--- src/rhist_pkg.sv ---
`timescale 1ns / 1ps
// ============================================================================
// rhist_pkg
// Shared constants and types for the row histogram block.
// ============================================================================
package rhist_pkg;

    // Default sizes of the bin store.
    localparam int NUM_BINS_DEF    = 101;
    localparam int COUNT_WIDTH_DEF = 16;

    // Fixed field layout of the request stream.
    localparam int SAMPLE_W  = 19;
    localparam int FRAC_BITS = 16;
    localparam int SEL_W     = 7;
    localparam int SCALE_W   = 7;
    localparam logic [SCALE_W-1:0] SCALE = 7'd100;

    // Request kinds carried on tuser.
    typedef enum logic
    {
        CMD_ADD  = 1'b0,
        CMD_READ = 1'b1
    } cmd_t;

endpackage

--- src/rhist_ram.sv ---
`timescale 1ns / 1ps
// ============================================================================
// rhist_ram
// Generic simple dual-port RAM, one write and one registered read port.
// ============================================================================
module rhist_ram #(
    parameter int WIDTH = 16,
    parameter int DEPTH = 101
) (
    input  logic                     clk,
    input  logic                     we,
    input  logic [$clog2(DEPTH)-1:0] waddr,
    input  logic [WIDTH-1:0]         wdata,
    input  logic                     re,
    input  logic [$clog2(DEPTH)-1:0] raddr,
    output logic [WIDTH-1:0]         rdata
);

    logic [WIDTH-1:0] mem [DEPTH];

    always_ff @(posedge clk)
    begin
        if (we)
        begin
            mem[waddr] <= wdata;
        end
        if (re)
        begin
            rdata <= mem[raddr];
        end
    end

endmodule

--- src/rhist_addr.sv ---
`timescale 1ns / 1ps
// ============================================================================
// rhist_addr
// Maps a request to its bin address: the scaled, clamped sample for an add,
// or the selected bin for a read.
// ============================================================================
module rhist_addr
    import rhist_pkg::*;
#(
    parameter int NUM_BINS = NUM_BINS_DEF
) (
    input  cmd_t                        cmd,
    input  logic signed [SAMPLE_W-1:0]  sample,
    input  logic [SEL_W-1:0]            bin_select,
    output logic [$clog2(NUM_BINS)-1:0] addr,
    output logic                        in_range
);

    localparam int ADDR_W = $clog2(NUM_BINS);
    localparam int PROD_W = SAMPLE_W - 1 + SCALE_W;
    localparam int IDX_W  = PROD_W - FRAC_BITS;

    logic [SAMPLE_W-2:0] magnitude;
    logic [PROD_W-1:0]   product;
    logic [IDX_W-1:0]    idx;
    logic [ADDR_W-1:0]   add_addr;

    // The sample is known non-negative when used, so the sign bit drops out.
    assign magnitude = sample[SAMPLE_W-2:0];
    assign product   = PROD_W'(magnitude) * PROD_W'(SCALE);
    assign idx       = product[PROD_W-1:FRAC_BITS];

    always_comb
    begin
        if (sample[SAMPLE_W-1])
        begin
            add_addr = '0;
        end
        else if (32'(idx) > NUM_BINS - 1)
        begin
            add_addr = ADDR_W'(NUM_BINS - 1);
        end
        else
        begin
            add_addr = ADDR_W'(idx);
        end
    end

    always_comb
    begin
        case (cmd)
            CMD_ADD:
            begin
                addr     = add_addr;
                in_range = 1'b1;
            end
            CMD_READ:
            begin
                addr     = ADDR_W'(bin_select);
                in_range = (32'(bin_select) < NUM_BINS);
            end
            default:
            begin
                addr     = add_addr;
                in_range = 1'b1;
            end
        endcase
    end

endmodule

--- src/row_histogram_101_bins.sv ---
`timescale 1ns / 1ps
// Results: a read request accepted into the stage has its count registered
// out of the bin RAM, then in the output register that drives m_axis; add
// requests produce no result.
// Throughput: one request per cycle, set by the single read-modify-write
// pass through the bin RAM; a read stalls only while the output is full.
// Reset: after rst_n is released the bins are cleared by a pass over all
// NUM_BINS entries, one entry per cycle, during which no request is accepted.
// ============================================================================
// row_histogram_101_bins
// Row histogram of fixed-point similarity scores into NUM_BINS bins.
// ============================================================================
module row_histogram_101_bins
    import rhist_pkg::*;
#(
    parameter int NUM_BINS    = NUM_BINS_DEF,
    parameter int COUNT_WIDTH = COUNT_WIDTH_DEF
) (
    input  logic        clk,
    input  logic        rst_n,

    input  logic        s_axis_tvalid,
    output logic        s_axis_tready,
    // tdata fields, lowest bit up: sample (19, signed), bin_select (7), zero pad.
    input  logic [31:0] s_axis_tdata,
    // tuser fields: command (1), 0 = add sample, 1 = read and clear a bin.
    input  logic        s_axis_tuser,

    output logic        m_axis_tvalid,
    input  logic        m_axis_tready,
    // tdata fields, lowest bit up: count (COUNT_WIDTH), bin_number (7), zero pad.
    output logic [((COUNT_WIDTH + SEL_W + 7) / 8) * 8 - 1:0] m_axis_tdata
);

    localparam int ADDR_W = $clog2(NUM_BINS);
    localparam int OUT_W  = ((COUNT_WIDTH + SEL_W + 7) / 8) * 8;
    localparam int PAD_W  = OUT_W - COUNT_WIDTH - SEL_W;

    // Request fields as unpacked from the slave side.
    cmd_t                       in_cmd;
    logic signed [SAMPLE_W-1:0] in_sample;
    logic [SEL_W-1:0]           in_sel;
    logic [ADDR_W-1:0]          in_addr;
    logic                       in_range;
    logic                       accept;

    // The clear pass walks the whole store once after reset.
    logic              clear_busy_reg, clear_busy_next;
    logic [ADDR_W-1:0] clear_addr_reg, clear_addr_next;

    // Stage holding the request whose RAM read is in flight.
    logic              s1_valid_reg, s1_valid_next;
    cmd_t              s1_cmd_reg;
    logic [ADDR_W-1:0] s1_addr_reg;
    logic              s1_range_reg;
    logic [SEL_W-1:0]  s1_sel_reg;
    logic              s1_done;

    // Last value written into the RAM, used to bypass a read that was
    // issued in the same cycle as a write to the same bin.
    logic                   fwd_valid_reg;
    logic [ADDR_W-1:0]      fwd_addr_reg;
    logic [COUNT_WIDTH-1:0] fwd_data_reg;

    logic [COUNT_WIDTH-1:0] ram_rdata;
    logic [COUNT_WIDTH-1:0] old_count;
    logic [COUNT_WIDTH-1:0] new_count;

    logic                   ram_we;
    logic [ADDR_W-1:0]      ram_waddr;
    logic [COUNT_WIDTH-1:0] ram_wdata;

    // Output register.
    logic                   out_valid_reg;
    logic [COUNT_WIDTH-1:0] out_count_reg;
    logic [SEL_W-1:0]       out_bin_reg;
    logic                   out_free;

    assign in_cmd    = cmd_t'(s_axis_tuser);
    assign in_sample = s_axis_tdata[SAMPLE_W-1:0];
    assign in_sel    = s_axis_tdata[SAMPLE_W + SEL_W - 1:SAMPLE_W];

    rhist_addr #(
        .NUM_BINS (NUM_BINS)
    ) u_addr (
        .cmd        (in_cmd),
        .sample     (in_sample),
        .bin_select (in_sel),
        .addr       (in_addr),
        .in_range   (in_range)
    );

    // A read request can only leave the stage when the output register is
    // free or being drained in this cycle; adds always leave at once.
    assign out_free = !out_valid_reg || m_axis_tready;
    assign s1_done  = s1_valid_reg && ((s1_cmd_reg == CMD_ADD) || out_free);

    assign s_axis_tready = !clear_busy_reg && (!s1_valid_reg || s1_done);
    assign accept        = s_axis_tvalid && s_axis_tready;

    // Bypass the RAM when the bin was written at the edge that launched the read.
    assign old_count = (fwd_valid_reg && (fwd_addr_reg == s1_addr_reg)) ? fwd_data_reg
                                                                         : ram_rdata;

    always_comb
    begin
        case (s1_cmd_reg)
            CMD_ADD:
            begin
                // Saturating increment.
                new_count = (&old_count) ? old_count : old_count + 1'b1;
            end
            CMD_READ:
            begin
                new_count = '0;
            end
            default:
            begin
                new_count = old_count;
            end
        endcase
    end

    // The clear pass owns the write port until it finishes; no request is
    // in flight while it runs.
    always_comb
    begin
        if (clear_busy_reg)
        begin
            ram_we    = 1'b1;
            ram_waddr = clear_addr_reg;
            ram_wdata = '0;
        end
        else
        begin
            ram_we    = s1_done && s1_range_reg;
            ram_waddr = s1_addr_reg;
            ram_wdata = new_count;
        end
    end

    rhist_ram #(
        .WIDTH (COUNT_WIDTH),
        .DEPTH (NUM_BINS)
    ) u_ram (
        .clk   (clk),
        .we    (ram_we),
        .waddr (ram_waddr),
        .wdata (ram_wdata),
        .re    (accept),
        .raddr (in_addr),
        .rdata (ram_rdata)
    );

    always_comb
    begin
        clear_busy_next = clear_busy_reg;
        clear_addr_next = clear_addr_reg;
        if (clear_busy_reg)
        begin
            if (32'(clear_addr_reg) == NUM_BINS - 1)
            begin
                clear_busy_next = 1'b0;
            end
            else
            begin
                clear_addr_next = clear_addr_reg + 1'b1;
            end
        end
    end

    always_comb
    begin
        if (accept)
        begin
            s1_valid_next = 1'b1;
        end
        else if (s1_done)
        begin
            s1_valid_next = 1'b0;
        end
        else
        begin
            s1_valid_next = s1_valid_reg;
        end
    end

    always_ff @(posedge clk or negedge rst_n)
    begin
        if (!rst_n)
        begin
            clear_busy_reg <= 1'b1;
            clear_addr_reg <= '0;
            s1_valid_reg   <= 1'b0;
            fwd_valid_reg  <= 1'b0;
            out_valid_reg  <= 1'b0;
        end
        else
        begin
            clear_busy_reg <= clear_busy_next;
            clear_addr_reg <= clear_addr_next;
            s1_valid_reg   <= s1_valid_next;
            if (ram_we)
            begin
                fwd_valid_reg <= 1'b1;
            end
            if (s1_done && (s1_cmd_reg == CMD_READ))
            begin
                out_valid_reg <= 1'b1;
            end
            else if (m_axis_tready)
            begin
                out_valid_reg <= 1'b0;
            end
        end
    end

    // Payload registers.
    always_ff @(posedge clk)
    begin
        if (accept)
        begin
            s1_cmd_reg   <= in_cmd;
            s1_addr_reg  <= in_addr;
            s1_range_reg <= in_range;
            s1_sel_reg   <= in_sel;
        end
        if (ram_we)
        begin
            fwd_addr_reg <= ram_waddr;
            fwd_data_reg <= ram_wdata;
        end
        if (s1_done && (s1_cmd_reg == CMD_READ))
        begin
            // A bin that does not exist reads as zero.
            out_count_reg <= s1_range_reg ? old_count : '0;
            out_bin_reg   <= s1_sel_reg;
        end
    end

    assign m_axis_tvalid = out_valid_reg;
    assign m_axis_tdata  = {{PAD_W{1'b0}}, out_bin_reg, out_count_reg};

    // ------------------------------------------------------------------------
    // Assertions
    // ------------------------------------------------------------------------

    // The clear pass and an in-flight request never share the write port.
    assert property (@(posedge clk) disable iff (!rst_n)
        clear_busy_reg |-> !s1_valid_reg && !s_axis_tready)
    else $error("request in flight during the clear pass");

    // A request held by a full output stays in the stage.
    assert property (@(posedge clk) disable iff (!rst_n)
        s1_valid_reg && !s1_done |=> s1_valid_reg && $stable(s1_addr_reg))
    else $error("stalled request lost");

    // An add never produces a result.
    assert property (@(posedge clk) disable iff (!rst_n)
        s1_done && (s1_cmd_reg == CMD_ADD) && !out_valid_reg |=> !m_axis_tvalid)
    else $error("add request produced a result");

    // A read of a bin that does not exist returns zero.
    assert property (@(posedge clk) disable iff (!rst_n)
        s1_done && (s1_cmd_reg == CMD_READ) && !s1_range_reg
            |=> m_axis_tvalid && (m_axis_tdata[COUNT_WIDTH-1:0] == '0))
    else $error("read of a missing bin returned a nonzero count");

endmodule

--- config.mk ---
export PLATFORM = sky130hd
export DESIGN_NAME = row_histogram_101_bins
export DESIGN_NICKNAME = d
export VERILOG_FILES = /design/src/rhist_pkg.sv /design/src/rhist_ram.sv /design/src/rhist_addr.sv /design/src/row_histogram_101_bins.sv
export SDC_FILE = /design/constraint.sdc
export NUM_CORES = 2
export LEC_CHECK = 0
export ABC_CLOCK_PERIOD_IN_PS = 12300
export BUFFER_PORTS_ARGS = -buffer_cell sky130_fd_sc_hd__buf_2
export CAP_MARGIN = 20
export CORE_MARGIN = 2
export CORE_UTILIZATION = 40
export DETAILED_ROUTE_END_ITERATION = 7
export PLACE_DENSITY = 0.62
export SLEW_MARGIN = 20
export SYNTH_ARGS = -nofsm -noshare
export SYNTH_HDL_FRONTEND = slang
export SYNTH_SLANG_ARGS = --single-unit
--- constraint.sdc ---
create_clock -name clk -period 12.3 [get_ports clk]
set_clock_uncertainty 0.15 [all_clocks]
set_input_delay 1.845 -clock clk [delete_from_list [all_inputs] [get_ports clk]]
set_output_delay 1.845 -clock clk [all_outputs]
set_load 0.02 [all_outputs]
==> flow_metrics.py <==
metrics = {
    "status": {
        "status": "finished, final reports clean",
    },
    "cts": {
        "clkTransAtPathRegs_ps": 60,
        "postCtsSetupBuffers": 0,
        "cts_resized": 0,
        "clock_path_buffers": 3,
        "cts_hold_buf": 0,
        "clock_latency_ps": 830,
        "cts_root_buffer": "clkbuf_16",
        "h-tree-depth": 4,
        "numCtsBuffers": 169,
        "cts_tree": "done",
        "clock-sinks": 1705,
    },
    "sta": {
        "post-route-min-period_ps": 8488,
        "post-route-period-util": 0.6901,
        "setup_viol": 0,
        "hold_viol": 0,
        "final-max-slew-violation-count": 0,
        "maxSlewHeadroom": 0.2226,
        "max_freq_mhz": 117.8,
        "finalSetupTns_ps": 0,
        "tightest_slew_ps": 1162,
        "rsz0062_at_grt": "false",
    },
    "die": {
        "rows": 153,
        "num_io_pins": 63,
        "coreArea_um2": 173800,
        "die_area_um2": 178200,
        "start_util": 0.4024,
        "die_height_um": 422.1,
        "fp.dieW_um": 422.1,
    },
    "place": {
        "dp_hpwl_um": 105800,
        "post-place-cells": 7297,
        "port_buffers": 55,
        "gp_congestion": 0.8506,
    },
    "drt": {
        "wl_per_cell_um": 24.19,
        "ant_nets": 0,
        "routed_via_density": 5.659,
        "vias": 43059,
        "route.detailed.drc": 0,
        "dr.pass1.iters": 6,
        "first_iter_violations": 5306,
        "routed_wl_um": 184100,
    },
    "global_routing": {
        "grt_max_degree": 158,
        "grt_pass1_wl_um": 270700,
        "antenna_found_initial": 4,
        "grt_use_total": 0.2025,
        "grt_pass1_vias": 40684,
        "grt_overflow_total": 0,
    },
    "setup_path": {
        "worstSetupPathType": "primary input to flop",
        "critPathRequiredTime_ps": 12690,
        "end_kind": "flop",
        "critical_path.startpoint_type": "primary input",
        "cp_max_fo": 156,
        "critical_path_arrival_ps": 8880,
    },
    "synthesis": {
        "synth_seq_cells": 1705,
        "syn_nets": 5154,
        "synth_top_area_frac": 0.7273,
        "async_flop_share": 0.006452,
        "syn_avg_cell_area_um2": 13.86,
        "yosysSeqAreaShare": 0.7313,
        "synth_edf_count": 1694,
        "syn-cell-area_um2": 69940,
        "synth.distinct_cells": 79,
        "ys.flop_type": "edfxtp_1",
        "synthCells": 5045,
        "yosysMostFrequentCell": "edfxtp_1",
        "yosysTopAreaCell": "edfxtp_1",
        "yosys_warnings": 0,
        "netlist_top_cells_area": "edfxtp_1 (73%), nand2_1 (6.2%), mux2i_1 (3.1%)",
        "synthTopCellsByCount": "edfxtp_1 (1694), nand2_1 (1150), a21oi_1 (375)",
    },
    "cells_and_area": {
        "fin_util": 0.4527,
        "fillers": 15268,
        "syn2layout_area_growth_pct": 12.51,
        "max_flop_register": "u_ram.mem",
        "layout.nets": 5253,
        "largest_reg_flops": 1616,
        "stdcell_count": 7609,
        "drive_gt1_frac": 0.1038,
    },
    "power": {
        "power_density_nw_per_um2": 181.0,
        "power_leakage_nw": 26.56,
        "power_w": 0.01425,
        "ir_drop_uv": 147.9,
    },
    "worst_hold_path": {
        "hp-class": "flop to flop",
    },
    "flow_run": {
        "maxCapViolCount": 0,
    },
}
placed cells by master (no fill, tap or decap), types with 46 or more instances in the layout:
cell / netlist / final
mux2i_1: 219 / 219
buf_2: 100 / 55
a32oi_1: 71 / 71
a31oi_1: 53 / 53
clkbuf_1: 135 / 46
a22oi_1: 97 / 97
clkbuf_16: 0 / 174
nand2_1: 1150 / 1148
o21ai_0: 46 / 46
buf_4: 26 / 170
edfxtp_1: 1694 / 1694
a21oi_1: 375 / 374
nor2_1: 138 / 121
inv_1: 51 / 51
nand3_1: 298 / 297
ha_1: 60 / 60
critical path, cell delays in order:
cell,delay (ps)
buf_2,120
ha_1,290
ha_1,270
inv_1,40
fa_1,480
inv_1,40
ha_1,430
and3_4,250
nand2_1,130
a211oi_1,450
o21ai_0,260
a221oi_2,310
o211ai_2,170
o21a_4,420
clkinv_16,290
buf_4,390
buf_12,600
a221oi_1,250
a211oi_1,750
o21ai_0,440
o2111ai_1,320
a31oi_1,90
where the power goes:
group          total (W)  internal (W)  switching [W]  leakage [nW]
registers        0.00681       0.00678      0.0000317          15.6
clock network    0.00499       0.00281        0.00218          2.58
logic            0.00244      0.000612        0.00183          8.34
total             0.0142        0.0102        0.00404          26.6
logic make-up after synthesis:
logic type      count (synthesis)  synth area share
other cells                     1        0.00005362
compound gates                921           0.08979
simple gates                 1734            0.1042
buf+inv                       360           0.02483
xor+xnor                       28          0.003507
fa+ha+maj                      72           0.01417
flops                        1705            0.7313
mux                           224           0.03215
area by class of cell:
cell class	count	area (um2)	area share
multi-input combinational	2980	17310	0.2200
timing repair buffer	233	1718	0.02183
sequential	1705	51150	0.6500
clock inverter	85	782.0	0.009938
tap	2325	2909	0.03697
inverter	55	242.7	0.003085
antenna	3	7.507	0.00009541
clock buffer	223	4568	0.05805
layer usage:
metal / share of wire / routed length (um) / GRT usage / up-vias
met5: 0.00018 / 34 / 0 / -
met4: 0.031 / 5796 / 0.06833 / 4
met3: 0.078 / 14310 / 0.03128 / 298
met2: 0.46 / 84880 / 0.3141 / 1858
met1: 0.43 / 79060 / 0.2914 / 21671
li1: - / - / - / 19228
final timing paths:
kind / startpoint / endpoint / slack [ps] / cells after the start
worst max-delay path: s_axis_tdata[11] / u_ram.rdata[14] / 3810 / 22
worst min-delay path: s1_sel_reg[4] / out_bin_reg[4] / 270 / 0
worst max register to register: s1_addr_reg[6] / u_ram.mem[53][11] / 6370 / 16
worst min register to register: s1_sel_reg[4] / out_bin_reg[4] / 270 / 0
max in group asynchronous: rst_n / clear_busy_reg / 10890 / 1
min in group asynchronous: rst_n / m_axis_tvalid / 780 / 1
per-stage QoR:
step / setup WS, ps / cell area [um2] / hold WS [ps]
6_report: 3812 / 78690 / 270.1
5_1_grt: 3366 / 78680 / 275.9
4_1_cts: 3884 / 78640 / 270.9
3_5_place_dp: 3015 / 73290 / 255.4
3_3_place_gp: 3069 / 73270 / 252.8
2_1_floorplan: 3739 / 69940 / 250.3
Power figures use the tool's default switching activity.
